## src/rtl/accel_tilt_vertical_detector_assert.svh

```systemverilog
// Assertion macros for the tilt detector.
`ifndef ACCEL_TILT_VERTICAL_DETECTOR_ASSERT_SVH
`define ACCEL_TILT_VERTICAL_DETECTOR_ASSERT_SVH
// Implication checked on every clock edge outside reset.
`define ATVD_ASSERT_IMP(label, clk, rst_n, lhs, rhs, msg) \
  label: assert property (@(posedge clk) disable iff (!rst_n) (lhs) |-> (rhs)) \
    else $error(msg);
// Implication whose consequent is checked in the cycle after the antecedent.
`define ATVD_ASSERT_NEXT(label, clk, rst_n, lhs, rhs, msg) \
  label: assert property (@(posedge clk) disable iff (!rst_n) (lhs) |=> (rhs)) \
    else $error(msg);
`endif

```

## src/rtl/atvd_pkg.sv

```systemverilog
`timescale 1ns / 1ps
`default_nettype none
package atvd_pkg;
  localparam int TABLE_LEN = 24;
  localparam int INT_FRAC = 20;
  // The CORDIC works on inputs times 2^16 plus growth; 36 bits hold that.
  localparam int CW = 36;
  localparam int ZW = 30;
  localparam logic [ZW-1:0] DEG180 = ZW'(180 * (1 << INT_FRAC));
  localparam int OUT_LIMIT = 32767;

  localparam logic [1:0] REG_LOW = 2'd0;
  localparam logic [1:0] REG_HIGH = 2'd1;
  localparam logic [1:0] REG_COUNT = 2'd2;

  typedef struct packed {
    logic signed [15:0] accel_x;
    logic signed [15:0] accel_y;
    logic signed [15:0] accel_z;
  } in_item_t;

  typedef struct packed {
    logic signed [15:0] pitch_angle;
    logic signed [15:0] roll_angle;
    logic sample_ignored;
    logic is_vertical;
    logic report_valid;
    logic report_event;
  } out_item_t;

  typedef enum logic [1:0] {
    CS_IDLE,
    CS_RUN,
    CS_DONE
  } cordic_state_t;

  function automatic logic [ZW-1:0] atan_tab(input logic [4:0] i);
    logic [ZW-1:0] v;
    unique case (i)
      5'd0: v = ZW'(47185920);
      5'd1: v = ZW'(27855475);
      5'd2: v = ZW'(14718068);
      5'd3: v = ZW'(7471121);
      5'd4: v = ZW'(3750058);
      5'd5: v = ZW'(1876857);
      5'd6: v = ZW'(938658);
      5'd7: v = ZW'(469357);
      5'd8: v = ZW'(234682);
      5'd9: v = ZW'(117342);
      5'd10: v = ZW'(58671);
      5'd11: v = ZW'(29335);
      5'd12: v = ZW'(14668);
      5'd13: v = ZW'(7334);
      5'd14: v = ZW'(3667);
      5'd15: v = ZW'(1833);
      5'd16: v = ZW'(917);
      5'd17: v = ZW'(458);
      5'd18: v = ZW'(229);
      5'd19: v = ZW'(115);
      5'd20: v = ZW'(57);
      5'd21: v = ZW'(29);
      5'd22: v = ZW'(14);
      5'd23: v = ZW'(7);
      default: v = '0;
    endcase
    return v;
  endfunction
endpackage
`default_nettype wire

```

## src/rtl/atvd_front.sv

```systemverilog
`timescale 1ns / 1ps
`default_nettype none
// Accepts samples into a two-entry queue; ignored samples are flagged here.
module atvd_front (
  input  wire logic               clk,
  input  wire logic               rst_n,
  input  wire logic               in_valid,
  output logic                    in_ready,
  input  wire atvd_pkg::in_item_t in_data,
  output logic                    q_valid,
  input  wire logic               q_ready,
  output atvd_pkg::in_item_t      q_data,
  output logic                    q_ignored
);
  atvd_pkg::in_item_t mem_r [2];
  logic ign_r [2];
  logic wp_r, rp_r;
  logic [1:0] cnt_r;
  logic push, pop;

  assign in_ready = (cnt_r != 2'd2);
  assign q_valid = (cnt_r != 2'd0);
  assign push = in_valid && in_ready;
  assign pop = q_valid && q_ready;
  assign q_data = mem_r[rp_r];
  assign q_ignored = ign_r[rp_r];

  always_ff @(posedge clk) begin
    if (push) begin
      mem_r[wp_r] <= in_data;
      ign_r[wp_r] <= (in_data.accel_y == 16'sd0) && (in_data.accel_z == 16'sd0);
    end
    if (!rst_n) begin
      wp_r <= 1'b0;
      rp_r <= 1'b0;
      cnt_r <= 2'd0;
    end else begin
      if (push) wp_r <= ~wp_r;
      if (pop) rp_r <= ~rp_r;
      cnt_r <= cnt_r + 2'(push) - 2'(pop);
    end
  end
endmodule
`default_nettype wire

```

## src/rtl/atvd_cordic.sv

```systemverilog
`timescale 1ns / 1ps
`default_nettype none
// Iterative vectoring CORDIC: atan2(num, den) in output angle units.
module atvd_cordic #(
  parameter int ANGLE_FRAC_BITS = 7,
  parameter int CORDIC_STEPS = 16
) (
  input  wire logic               clk,
  input  wire logic               rst_n,
  input  wire logic               start,
  input  wire logic signed [15:0] num,
  input  wire logic signed [15:0] den,
  output logic                    done,
  output logic signed [15:0]      angle
);
  localparam int STEPS = (CORDIC_STEPS < atvd_pkg::TABLE_LEN) ?
                         CORDIC_STEPS : atvd_pkg::TABLE_LEN;
  localparam int SH = atvd_pkg::INT_FRAC - ANGLE_FRAC_BITS;
  localparam int CW = atvd_pkg::CW;
  localparam int ZW = atvd_pkg::ZW;

  atvd_pkg::cordic_state_t st_r, st_nxt;
  logic signed [CW-1:0] x_r, y_r, x_nxt, y_nxt;
  logic signed [ZW-1:0] z_r, z_nxt;
  logic [4:0] i_r, i_nxt;
  logic zero_r, zero_nxt;
  logic signed [CW-1:0] xs, ys, nx0, ny0;
  logic signed [ZW-1:0] rnd, mag;
  logic signed [ZW-1:0] q;

  assign xs = x_r >>> i_r;
  assign ys = y_r >>> i_r;

  always_comb begin
    st_nxt = st_r;
    x_nxt = x_r;
    y_nxt = y_r;
    z_nxt = z_r;
    i_nxt = i_r;
    zero_nxt = zero_r;
    nx0 = CW'(den) <<< 16;
    ny0 = CW'(num) <<< 16;
    unique case (st_r)
      atvd_pkg::CS_IDLE: begin
        if (start) begin
          zero_nxt = (num == 16'sd0) && (den == 16'sd0);
          i_nxt = '0;
          if (den < 0) begin
            x_nxt = -nx0;
            y_nxt = -ny0;
            z_nxt = (num >= 0) ? atvd_pkg::DEG180 : -atvd_pkg::DEG180;
          end else begin
            x_nxt = nx0;
            y_nxt = ny0;
            z_nxt = '0;
          end
          st_nxt = atvd_pkg::CS_RUN;
        end
      end
      atvd_pkg::CS_RUN: begin
        if (y_r >= 0) begin
          x_nxt = x_r + ys;
          y_nxt = y_r - xs;
          z_nxt = z_r + atvd_pkg::atan_tab(i_r);
        end else begin
          x_nxt = x_r - ys;
          y_nxt = y_r + xs;
          z_nxt = z_r - atvd_pkg::atan_tab(i_r);
        end
        i_nxt = i_r + 5'd1;
        if (i_r == 5'(STEPS - 1)) st_nxt = atvd_pkg::CS_DONE;
      end
      atvd_pkg::CS_DONE: st_nxt = atvd_pkg::CS_IDLE;
      default: st_nxt = atvd_pkg::CS_IDLE;
    endcase
  end

  // Round half away from zero, then saturate.
  always_comb begin
    mag = (z_r < 0) ? -z_r : z_r;
    rnd = (mag + ZW'(1 << (SH - 1))) >>> SH;
    if (rnd > ZW'(atvd_pkg::OUT_LIMIT)) rnd = ZW'(atvd_pkg::OUT_LIMIT);
    q = (z_r < 0) ? -rnd : rnd;
  end

  assign done = (st_r == atvd_pkg::CS_DONE);
  assign angle = zero_r ? 16'sd0 : q[15:0];

  always_ff @(posedge clk) begin
    x_r <= x_nxt;
    y_r <= y_nxt;
    z_r <= z_nxt;
    i_r <= i_nxt;
    zero_r <= zero_nxt;
    if (!rst_n) st_r <= atvd_pkg::CS_IDLE;
    else st_r <= st_nxt;
  end
endmodule
`default_nettype wire

```

## src/rtl/atvd_back.sv

```systemverilog
`timescale 1ns / 1ps
`default_nettype none
// Computes both angles, runs the vertical state, holds the result register.
module atvd_back #(
  parameter int ANGLE_FRAC_BITS = 7,
  parameter int CORDIC_STEPS = 16
) (
  input  wire logic               clk,
  input  wire logic               rst_n,
  input  wire logic               q_valid,
  output logic                    q_ready,
  input  wire atvd_pkg::in_item_t q_data,
  input  wire logic               q_ignored,
  input  wire logic [14:0]        low_thr,
  input  wire logic [14:0]        high_thr,
  input  wire logic [7:0]         enter_cnt,
  output logic                    out_valid,
  input  wire logic               out_ready,
  output atvd_pkg::out_item_t     out_data,
  output logic                    vertical
);
  logic busy_r;
  logic out_valid_r;
  atvd_pkg::out_item_t out_r;
  logic vert_r;
  logic [7:0] qcnt_r;
  logic start, p_done, r_done, done_both;
  logic signed [15:0] p_ang, r_ang, pitch;
  logic [7:0] inc, need;
  logic qual, enter, leave;

  function automatic logic band(input logic signed [15:0] a,
                                input logic [14:0] lo, input logic [14:0] hi);
    logic [15:0] m;
    m = a[15] ? 16'(-a) : 16'(a);
    return (m > {1'b0, lo}) && (m < {1'b0, hi});
  endfunction

  // Take a new sample only once both angle units are idle and the result register is free.
  assign q_ready = !busy_r && !out_valid_r;
  assign start = q_valid && q_ready && !q_ignored;

  atvd_cordic #(.ANGLE_FRAC_BITS(ANGLE_FRAC_BITS), .CORDIC_STEPS(CORDIC_STEPS)) u_pitch (
    .clk, .rst_n, .start, .num(q_data.accel_y), .den(q_data.accel_z),
    .done(p_done), .angle(p_ang));
  atvd_cordic #(.ANGLE_FRAC_BITS(ANGLE_FRAC_BITS), .CORDIC_STEPS(CORDIC_STEPS)) u_roll (
    .clk, .rst_n, .start, .num(q_data.accel_x), .den(q_data.accel_z),
    .done(r_done), .angle(r_ang));

  // Both units start together and always finish together.
  assign done_both = p_done && r_done;

  assign pitch = -p_ang;
  assign qual = band(pitch, low_thr, high_thr) || band(r_ang, low_thr, high_thr);
  assign inc = qcnt_r + 8'd1;
  assign need = (enter_cnt == 8'd0) ? 8'd1 : enter_cnt;
  assign enter = qual && !vert_r && (inc >= need);
  assign leave = !qual && vert_r;
  assign out_valid = out_valid_r;
  assign out_data = out_r;
  assign vertical = vert_r;

  always_ff @(posedge clk) begin
    if (q_valid && q_ready && q_ignored) begin
      out_r <= '{pitch_angle: '0, roll_angle: '0, sample_ignored: 1'b1,
                 is_vertical: vert_r, report_valid: 1'b0, report_event: 1'b0};
    end else if (done_both) begin
      out_r <= '{pitch_angle: pitch, roll_angle: r_ang, sample_ignored: 1'b0,
                 is_vertical: enter || (vert_r && qual), report_valid: enter || leave,
                 report_event: leave};
    end
    if (!rst_n) begin
      busy_r <= 1'b0;
      out_valid_r <= 1'b0;
      vert_r <= 1'b0;
      qcnt_r <= 8'd0;
    end else begin
      if (start) busy_r <= 1'b1;
      if (done_both) busy_r <= 1'b0;
      if (out_valid_r && out_ready) out_valid_r <= 1'b0;
      if ((q_valid && q_ready && q_ignored) || done_both) out_valid_r <= 1'b1;
      if (done_both) begin
        if (qual) begin
          if (!vert_r) begin
            if (inc >= need) begin
              qcnt_r <= 8'd0;
              vert_r <= 1'b1;
            end else begin
              qcnt_r <= inc;
            end
          end
        end else begin
          qcnt_r <= 8'd0;
          vert_r <= 1'b0;
        end
      end
    end
  end
endmodule
`default_nettype wire

```

## src/rtl/accel_tilt_vertical_detector.sv

```systemverilog
// Path: a sample passes from the input queue through both angle units into the
// result register; an ignored sample (y and z zero) goes straight to that register.
// Flow: a new sample enters the angle units only once the previous result has left
// the result register; a two-entry input queue absorbs bursts.
// Reset (rst_n low, synchronous): thresholds 7680 / 15360, enter count 5,
// non-vertical state, count zero, queue and result register empty.
`timescale 1ns / 1ps
`default_nettype none
`include "accel_tilt_vertical_detector_assert.svh"
module accel_tilt_vertical_detector #(
  parameter int ANGLE_FRAC_BITS = 7,
  parameter int CORDIC_STEPS = 16
) (
  input  wire logic                clk,
  input  wire logic                rst_n,
  input  wire logic                in_valid,
  output logic                     in_ready,
  input  wire atvd_pkg::in_item_t  in_data,
  output logic                     out_valid,
  input  wire logic                out_ready,
  output atvd_pkg::out_item_t      out_data,
  input  wire logic                cfg_we,
  input  wire logic [1:0]          cfg_index,
  input  wire logic [14:0]         cfg_wdata
);
  logic [14:0] low_r, high_r;
  logic [7:0] cnt_r;
  logic q_valid, q_ready, q_ignored, vertical;
  atvd_pkg::in_item_t q_data;

  always_ff @(posedge clk) begin
    if (!rst_n) begin
      low_r <= 15'd7680;
      high_r <= 15'd15360;
      cnt_r <= 8'd5;
    end else if (cfg_we) begin
      if (cfg_index == atvd_pkg::REG_LOW) low_r <= cfg_wdata;
      if (cfg_index == atvd_pkg::REG_HIGH) high_r <= cfg_wdata;
      if (cfg_index == atvd_pkg::REG_COUNT) cnt_r <= cfg_wdata[7:0];
    end
  end

  atvd_front u_front (
    .clk, .rst_n, .in_valid, .in_ready, .in_data,
    .q_valid, .q_ready, .q_data, .q_ignored);

  atvd_back #(.ANGLE_FRAC_BITS(ANGLE_FRAC_BITS), .CORDIC_STEPS(CORDIC_STEPS)) u_back (
    .clk, .rst_n, .q_valid, .q_ready, .q_data, .q_ignored,
    .low_thr(low_r), .high_thr(high_r), .enter_cnt(cnt_r),
    .out_valid, .out_ready, .out_data, .vertical);

  `ATVD_ASSERT_IMP(a_evt, clk, rst_n, out_valid && !out_data.report_valid,
    !out_data.report_event, "event kind set without a report")
  `ATVD_ASSERT_IMP(a_ign, clk, rst_n, out_valid && out_data.sample_ignored,
    !out_data.report_valid && out_data.pitch_angle == 16'sd0, "ignored sample reported")
  `ATVD_ASSERT_IMP(a_state, clk, rst_n, out_valid, out_data.is_vertical == vertical,
    "result state differs from detector state")
endmodule
`default_nettype wire

```

## config.mk

```make
export PLATFORM = sky130hd
export DESIGN_NAME = accel_tilt_vertical_detector
export DESIGN_NICKNAME = d
export VERILOG_FILES = /design/src/rtl/atvd_pkg.sv /design/src/rtl/atvd_front.sv /design/src/rtl/atvd_cordic.sv /design/src/rtl/atvd_back.sv /design/src/rtl/accel_tilt_vertical_detector.sv
export VERILOG_INCLUDE_DIRS = /design/src /design/src/rtl
export SDC_FILE = /design/constraint.sdc
export NUM_CORES = 2
export LEC_CHECK = 0
export BUFFER_PORTS_ARGS = -buffer_cell sky130_fd_sc_hd__clkbuf_2
export CAP_MARGIN = 20
export CORE_AREA = 2 2 346 485
export CTS_BUF_LIST = sky130_fd_sc_hd__clkbuf_4 sky130_fd_sc_hd__clkbuf_8
export CTS_CLUSTER_SIZE = 12
export DETAILED_ROUTE_END_ITERATION = 10
export DIE_AREA = 0 0 348 487
export GPL_TIMING_DRIVEN = 0
export SETUP_SLACK_MARGIN = 0.5
export SYNTH_ARGS = -nofsm -noshare
export SYNTH_HDL_FRONTEND = slang
export SYNTH_HIERARCHICAL = 1
export SYNTH_SLANG_ARGS = --single-unit
```

## constraint.sdc

```tcl
create_clock -name clk -period 10.3 [get_ports clk]
set_input_delay 1.03 -clock clk [delete_from_list [all_inputs] [get_ports clk]]
set_output_delay 1.03 -clock clk [all_outputs]
set_load 0.05 [all_outputs]
```

**Word-level counts from Yosys, hierarchy flattened**

Memories as Yosys holds them, arrays and structs flattened. A register that Yosys moved wholly into a read port is not among the register bits.
Index checks and enable logic that the tools add are counted.

- Register bits after elaboration: 309
- Bits in writable memories: 98
- ROM bits: 3,328
- Input port bits: 70
- Logic and storage cells: 219
- Memories kept: 6

- $add $sub $neg: 29
- Magnitude comparators: 14
- Eq/ne operators: 14
- Shift-type cells: 4
- Multiplexer cells: 71
- Bitwise operators: 3
- Reduce and logical (&&, ||, !) cells: 50

Memories:

| name | words | width | rd ports | clocked after memory_dff | write ports | line | source |
|---|---|---|---|---|---|---|---|
| (no name shown) | 32 | 26 | 1 | 1 | 0 | atvd_pkg.sv:39 | `unique case (i)` |
| (no name shown) | 32 | 26 | 1 | 1 | 0 | atvd_pkg.sv:39 |  |
| (no name shown) | 32 | 26 | 1 | 1 | 0 | atvd_pkg.sv:39 |  |
| (no name shown) | 32 | 26 | 1 | 1 | 0 | atvd_pkg.sv:39 |  |
| u_front.mem_r | 2 | 48 | 1 | 1 | 1 | atvd_front.sv:15 | `atvd_pkg::in_item_t mem_r [2];` |
| u_front.ign_r | 2 | 1 | 1 | 1 | 1 | atvd_front.sv:16 | `logic ign_r [2];` |

Operators with widths:

| kind | count |
|---|---|
| $mux 30 | 18 |
| $mux 36 | 10 |
| $pmux 36 s2 | 4 |
| $add 36x36->36 | 4 |
| $sshr 36x5->36 | 4 |
| $sub 36x36->36 | 4 |
| $mux 16 | 8 |
| $pmux 30 s2 | 2 |
| $neg 32->36 | 3 |
| $logic_not 16->1 | 5 |
| $neg 16->16 | 5 |
| $ge 36x1->1 const B | 2 |
| $add 30x14->30 const B | 2 |
| $add 30x30->30 | 2 |
| $lt 30x1->1 const B | 2 |
| $neg 30->30 | 2 |
| $sub 30x30->30 | 2 |
| $gt 17x16->1 const B | 2 |
| $ge 16x1->1 const B | 2 |
| $gt 16x15->1 | 2 |
| $lt 16x15->1 | 2 |
| $mux 8 | 4 |
| $mux 5 | 5 |
| $pmux 5 s2 | 2 |
| other kinds (24) | 87 |

**Logic depth before layout (Yosys ltp)**

- Depth in word-level cells: 19
- Depth in mapped cells: 40

**Cells and area by module**

Netlist, hierarchy kept.

By module, submodules not included:

| module | times used | cells an instance | area each (sq um) | seq. area each (sq um) |
|---|---|---|---|---|
| atvd_cordic (u_back.u_roll) | 1 | 2,382 | 19,886.6 | 3,803.6 |
| atvd_cordic (u_back.u_pitch) | 1 | 2,380 | 19,408.6 | 3,803.6 |
| atvd_back | 1 | 586 | 4,525.6 | 950.9 |
| atvd_front | 1 | 188 | 3,880.0 | 3,042.9 |
| accel_tilt_vertical_detector | 1 | 151 | 1,508.9 | 760.7 |

**Worst setup path after synthesis**

OpenSTA, ideal clock, no wires.

- Path type: register to register
- Start: register u_back.u_pitch.z_r[11]
- End: register u_back.qcnt_r[3]
- Library setup time: 0.122 ns
- Arrival time: 8.405 ns
- Required time: 10.178 ns
- Setup slack: 1.773 ns
- Stages on the path, launching flop included: 37
- Period minus slack after synthesis: 8.527 ns
- Cell sequence: edfxtp_1 > or4_1 > or4_1 > nand2_1 > xnor2_1 > ha_1 > nand2_1 > nor3b_1 > mux2_2 > or2_2 > o21ai_0 > o31a_1 > clkbuf_1 > nor2_1 > ha_1 > nand4b_1 > or4_1 > o311ai_0 > o41ai_1 > a21oi_1 > nor2_1 > or4_1 > o41a_1 > or2_2 > nor4_1 > a21oi_1 > o221ai_1 > xor2_1 > ha_1 > a21oi_1 > a211oi_1 > o41ai_1 > a311oi_1 > or2_1 > buf_6 > o21a_4 > a221o_1

- Cells in the longest elaborated chain, start to end: 16
- Elaborated cells between the ends (all ways): 19
- Those cells by class: 5 x add/sub; 4 x order compare; 1 x eq/ne; 6 x mux; 3 x reduce/logical

Ends and longest elaborated chain:

| element | line | source |
|---|---|---|
| start: declaration | atvd_cordic.sv:24 | `logic signed [ZW-1:0] z_r, z_nxt;` |
| start signal: assignment | atvd_cordic.sv:92 | `z_r <= z_nxt;` |
| $neg 30->30 / $lt 30x1->1 (equally long branches) | atvd_cordic.sv:80, atvd_cordic.sv:83 |  |
| $mux 30 | atvd_cordic.sv:80 | `mag = (z_r < 0) ? -z_r : z_r;` |
| $add 30x14->30 | atvd_cordic.sv:81 | `rnd = (mag + ZW'(1 << (SH - 1))) >>> SH;` |
| $gt 17x16->1 | atvd_cordic.sv:82 | `if (rnd > ZW'(atvd_pkg::OUT_LIMIT)) rnd = ZW'(atvd_pkg::OUT_LIMIT);` |
| $mux 16 | atvd_cordic.sv:82 |  |
| $neg 16->16 | atvd_cordic.sv:83 | `q = (z_r < 0) ? -rnd : rnd;` |
| $mux 16 * | atvd_cordic.sv:83 |  |
| $mux 16 * | atvd_cordic.sv:87 | `assign angle = zero_r ? 16'sd0 : q[15:0];` |
| net u_back.p_ang[10] | atvd_back.sv:28 | `logic signed [15:0] p_ang, r_ang, pitch;` |
| $neg 16->16 * | atvd_back.sv:53 | `assign pitch = -p_ang;` |
| $neg 16->16 | atvd_back.sv:35 | `m = a[15] ? 16'(-a) : 16'(a);` |
| $mux 16 * | atvd_back.sv:35 |  |
| $gt 16x15->1 / $lt 16x15->1 (equally long branches) | atvd_back.sv:36 | `return (m > {1'b0, lo}) && (m < {1'b0, hi});` |
| $logic_and 1x1->1 * | atvd_back.sv:36 |  |
| $logic_or 1x1->1 * | atvd_back.sv:54 | `assign qual = band(pitch, low_thr, high_thr) \|\| band(r_ang, low_thr, high_thr);` |
| $ne 2x2->1 (no line) | - |  |
| $reduce_and 2->1 (no line) | - |  |
| end signal: assignment | atvd_back.sv:89 | `qcnt_r <= inc;` |
| end: declaration | atvd_back.sv:26 | `logic [7:0] qcnt_r;` |

Mark *: on every way through the listed nets, which the timed path passes. The rest lies on a longest branch.
A chain may end at the register's enable or synchronous reset.

**Final worst setup path**

- Start: register u_back.u_roll.i_r[4]
- End: register u_back.u_roll.x_r[35] (data pin)

- Cells in the longest elaborated chain, start to end: 4
- Elaborated cells between the ends (all ways): 5
- Those cells by class: 2 x add/sub; 1 x shift; 2 x mux

Ends and longest elaborated chain:

| element | line | source |
|---|---|---|
| start: declaration | atvd_cordic.sv:25 | `logic [4:0] i_r, i_nxt;` |
| start signal: assignment | atvd_cordic.sv:93 | `i_r <= i_nxt;` |
| $sshr 36x5->36 * | atvd_cordic.sv:32 | `assign ys = y_r >>> i_r;` |
| $sub 36x36->36 / $add 36x36->36 (equally long branches) | atvd_cordic.sv:66, atvd_cordic.sv:62 |  |
| $mux 36 * | atvd_cordic.sv:61 | `if (y_r >= 0) begin` |
| $pmux 36 s2 * | atvd_cordic.sv:43 | `unique case (st_r)` |
| net u_back.u_roll.x_nxt[35] | atvd_cordic.sv:23 | `logic signed [CW-1:0] x_r, y_r, x_nxt, y_nxt;` |
| end signal: assignment | atvd_cordic.sv:90 | `x_r <= x_nxt;` |
| end: declaration | atvd_cordic.sv:23 |  |

Marked as above.

==> results.toml <==
[clocking]
cts_buffer_depth = 3
clk_pin_slew_ns = 0.06
clkLatencyLatePin_ns = 0.87
cts_tree = "built"
root_buffer = "clkbuf_8"
cts_sinks = 460
cts_buffers = 85
hold_buffers = 0
h-tree-depth = 3

[cells_and_area]
final_nets = 6300
nFillCells = 17300
syn2layout_area_growth_pct = 11.9
drive_above_1_share_pct = 13.7
final_cell_mix = "580 x nand2_1, 501 x nor2_1, 379 x o21ai_0"
layout_commonest_cell = "nand2_1"

[sta]
period_needed_ns = 9.68
hold_slack_ns = 0.390
final-setup-viol-count = 0
worst-slew-pin-transition_ns = 1.28
rsz0062_at_grt = "false"
fin_crit_sh_pct = 94.0
fmax_ghz = 0.103
fin_tns_setup_ns = 0
final.setup.worst_slack_ns = 0.616
skew_ns = 0.0773
max_slew_margin_pct = 14.6
hold_viol = 0
report.final.slew_viol_count = 0

[synthesis]
synth_edf_count = 315
synthCells = 5687
synth_top_family_by_area = "compound AO/OA/AOI/OAI gates"
synth_xor_area_share_pct = 8.53
synthMuxAreaShare_pct = 14.3
synth_fa_ha_area_share_pct = 7.92
synth_top_area_cell = "edfxtp_1"
yosys_register_bits = 460
async_reset_ff_share_pct = 0
synth_compound_area_share_pct = 20.9
yosysTopAreaCellShare_pct = 19.2
syn_area_mm2 = 0.0492
synth.area.top_cells = "edfxtp_1 19%, ha_1 7.7%, mux4_2 7.2%"
synthDistinctLibCells = 125
yosys.area_share.simple_pct = 19.0
synth_nets = 6065
yosys_warnings = 6
avgSynthCellArea_um2 = 8.65
ys_seq_area_share_pct = 25.1
dominantRegCellSynth = "edfxtp_1"

[floorplan]
row_count = 177
io-pin-count = 108
dieHeight_um = 487
die_area_mm2 = 0.169
core-area_mm2 = 0.165
start_util_pct = 29.7
dieWidth_um = 348

[placement]
post-dp-hpwl_um = 186000
gp_congestion = 1.06
detailedPlace.worstSlack_ns = -1.27
numPortBuffers = 105

[drt]
drt-wirelength-per-cell_um = 28.9
ant_nets = 0
drt-vias-per-instance = 5.99
drcViolationCount = 0
first_pass_iters = 6
drt-total-wl_um = 236000
vias = 48800
drtIter0Drc = 3910

[min_path]
min_from = "in_data[11]"
hold_class = "in2reg"

[setup_path]
worst_ep_required_time_ns = 10.85
critPathMostFrequentCell = "buf_2"
critPathLaunch = "u_back/u_roll/i_r[4]"
path_class = "reg2reg"
critPathLaunchType = "flop"
rr_startpoint = "u_back/u_roll/i_r[4]"
slowest_delay_ns = 0.68
cp_max_fo = 10
critPathTopFamily = "buffers and inverters"
end_kind = "flop"
slowest_stage = "buf_1"
path_buf_inv = 9
worstPathArrival_ns = 10.23

[global_route]
grt_max_degree = 74
grt_pass1_wl_um = 334000
overflow = 0
grt_pass1_vias = 47900
grt_use_total_pct = 27.0
grt_antenna_before_repair = 15

[job]
cap_violations = 0

[outcome]
run_status = "finished, final reports clean"
layer usage:
layer,wire length (um),up-vias,global-route usage (%),part of all wire [%]
met5,34,-,0,0.014
met4,21900,6,21.4,9.3
met3,14800,752,4.39,6.3
met2,112000,2171,45.9,47
met1,87000,24000,29.8,37
li1,-,21900,-,-
metrics by stage:
| stage | instance area [um2] | utilization (%) | std cells |
|---|---|---|---|
| floorplan | 49200 | - | 5687 |
| global route | 55000 | 33.3 | 8141 |
| finish | 55100 | 33.3 | 8148 |
| CTS | 54700 | 33.1 | 8123 |
| global placement | 52400 | 31.7 | 7940 |
| detailed placement | 52700 | 31.9 | 7964 |
worst register-to-register path, delay by kind of cell, from the launching register on:
kind	cells	cell delay (ns)
buffers and inverters	9	4.16
adder cells (fa/ha/maj)	2	0.50
flip-flops	1	0.59
AO/OA/AOI/OAI	8	2.21
XOR/XNOR	1	0.22
AND/OR/NAND/NOR	9	1.76
layout make-up:
type	instances	area (um2)	share of cell area, %
Antenna cell	10	25.0	0.0455
Buffer	317	1500	2.73
Clock buffer	110	1390	2.52
Clock inverter	45	512	0.930
Inverter	164	628	1.14
Multi-Input combinational cell	4746	35000	63.5
Sequential cell	460	12400	22.5
Tap cell	2148	2690	4.88
Timing Repair Buffer	148	981	1.78
cells by family after synthesis:
family,count (synthesis)
and+or+nand+nor,1913
AOI/OAI and AO/OA,1566
muxes,484
xor gates and xnor gates,475
buffers and inverters,481
adders and majority gates,308
DFF,460
path summary, 6_finish.rpt:
check | to | slack, ns | depth (start not counted)
max | u_back/u_roll/x_r[35] | 0.62 | 29
min | u_front/mem_r[0][11] | 0.39 | 1
max reg2reg | u_back/u_roll/x_r[35] | 0.62 | 29
min reg2reg | u_back/out_data[26] | 0.46 | 2
repair_timing:
action                                 4_1_cts  5_1_grt
buffers inserted                             4        9
gates resized for setup                     27       58
pin swaps                                    4        9
setup endpoints to repair                   55       24
endpoints found under the hold margin        0        0
cell usage after synthesis, types with 124 or more instances:
| cell | n |
|---|---|
| edfxtp_1 | 315 |
| clkbuf_1 | 183 |
| o21ai_0 | 380 |
| xor2_1 | 158 |
| nor3_1 | 124 |
| mux4_2 | 158 |
| dfxtp_1 | 145 |
| a21oi_1 | 365 |
| a21o_1 | 130 |
| inv_1 | 153 |
| ha_1 | 302 |
| xnor2_1 | 314 |
| mux2i_1 | 186 |
| nand2_1 | 580 |
| nor2_1 | 504 |
Power is left out: the tool's default activity adds up to more than one toggle a clock period on the data nets, which glitch-free logic cannot reach.
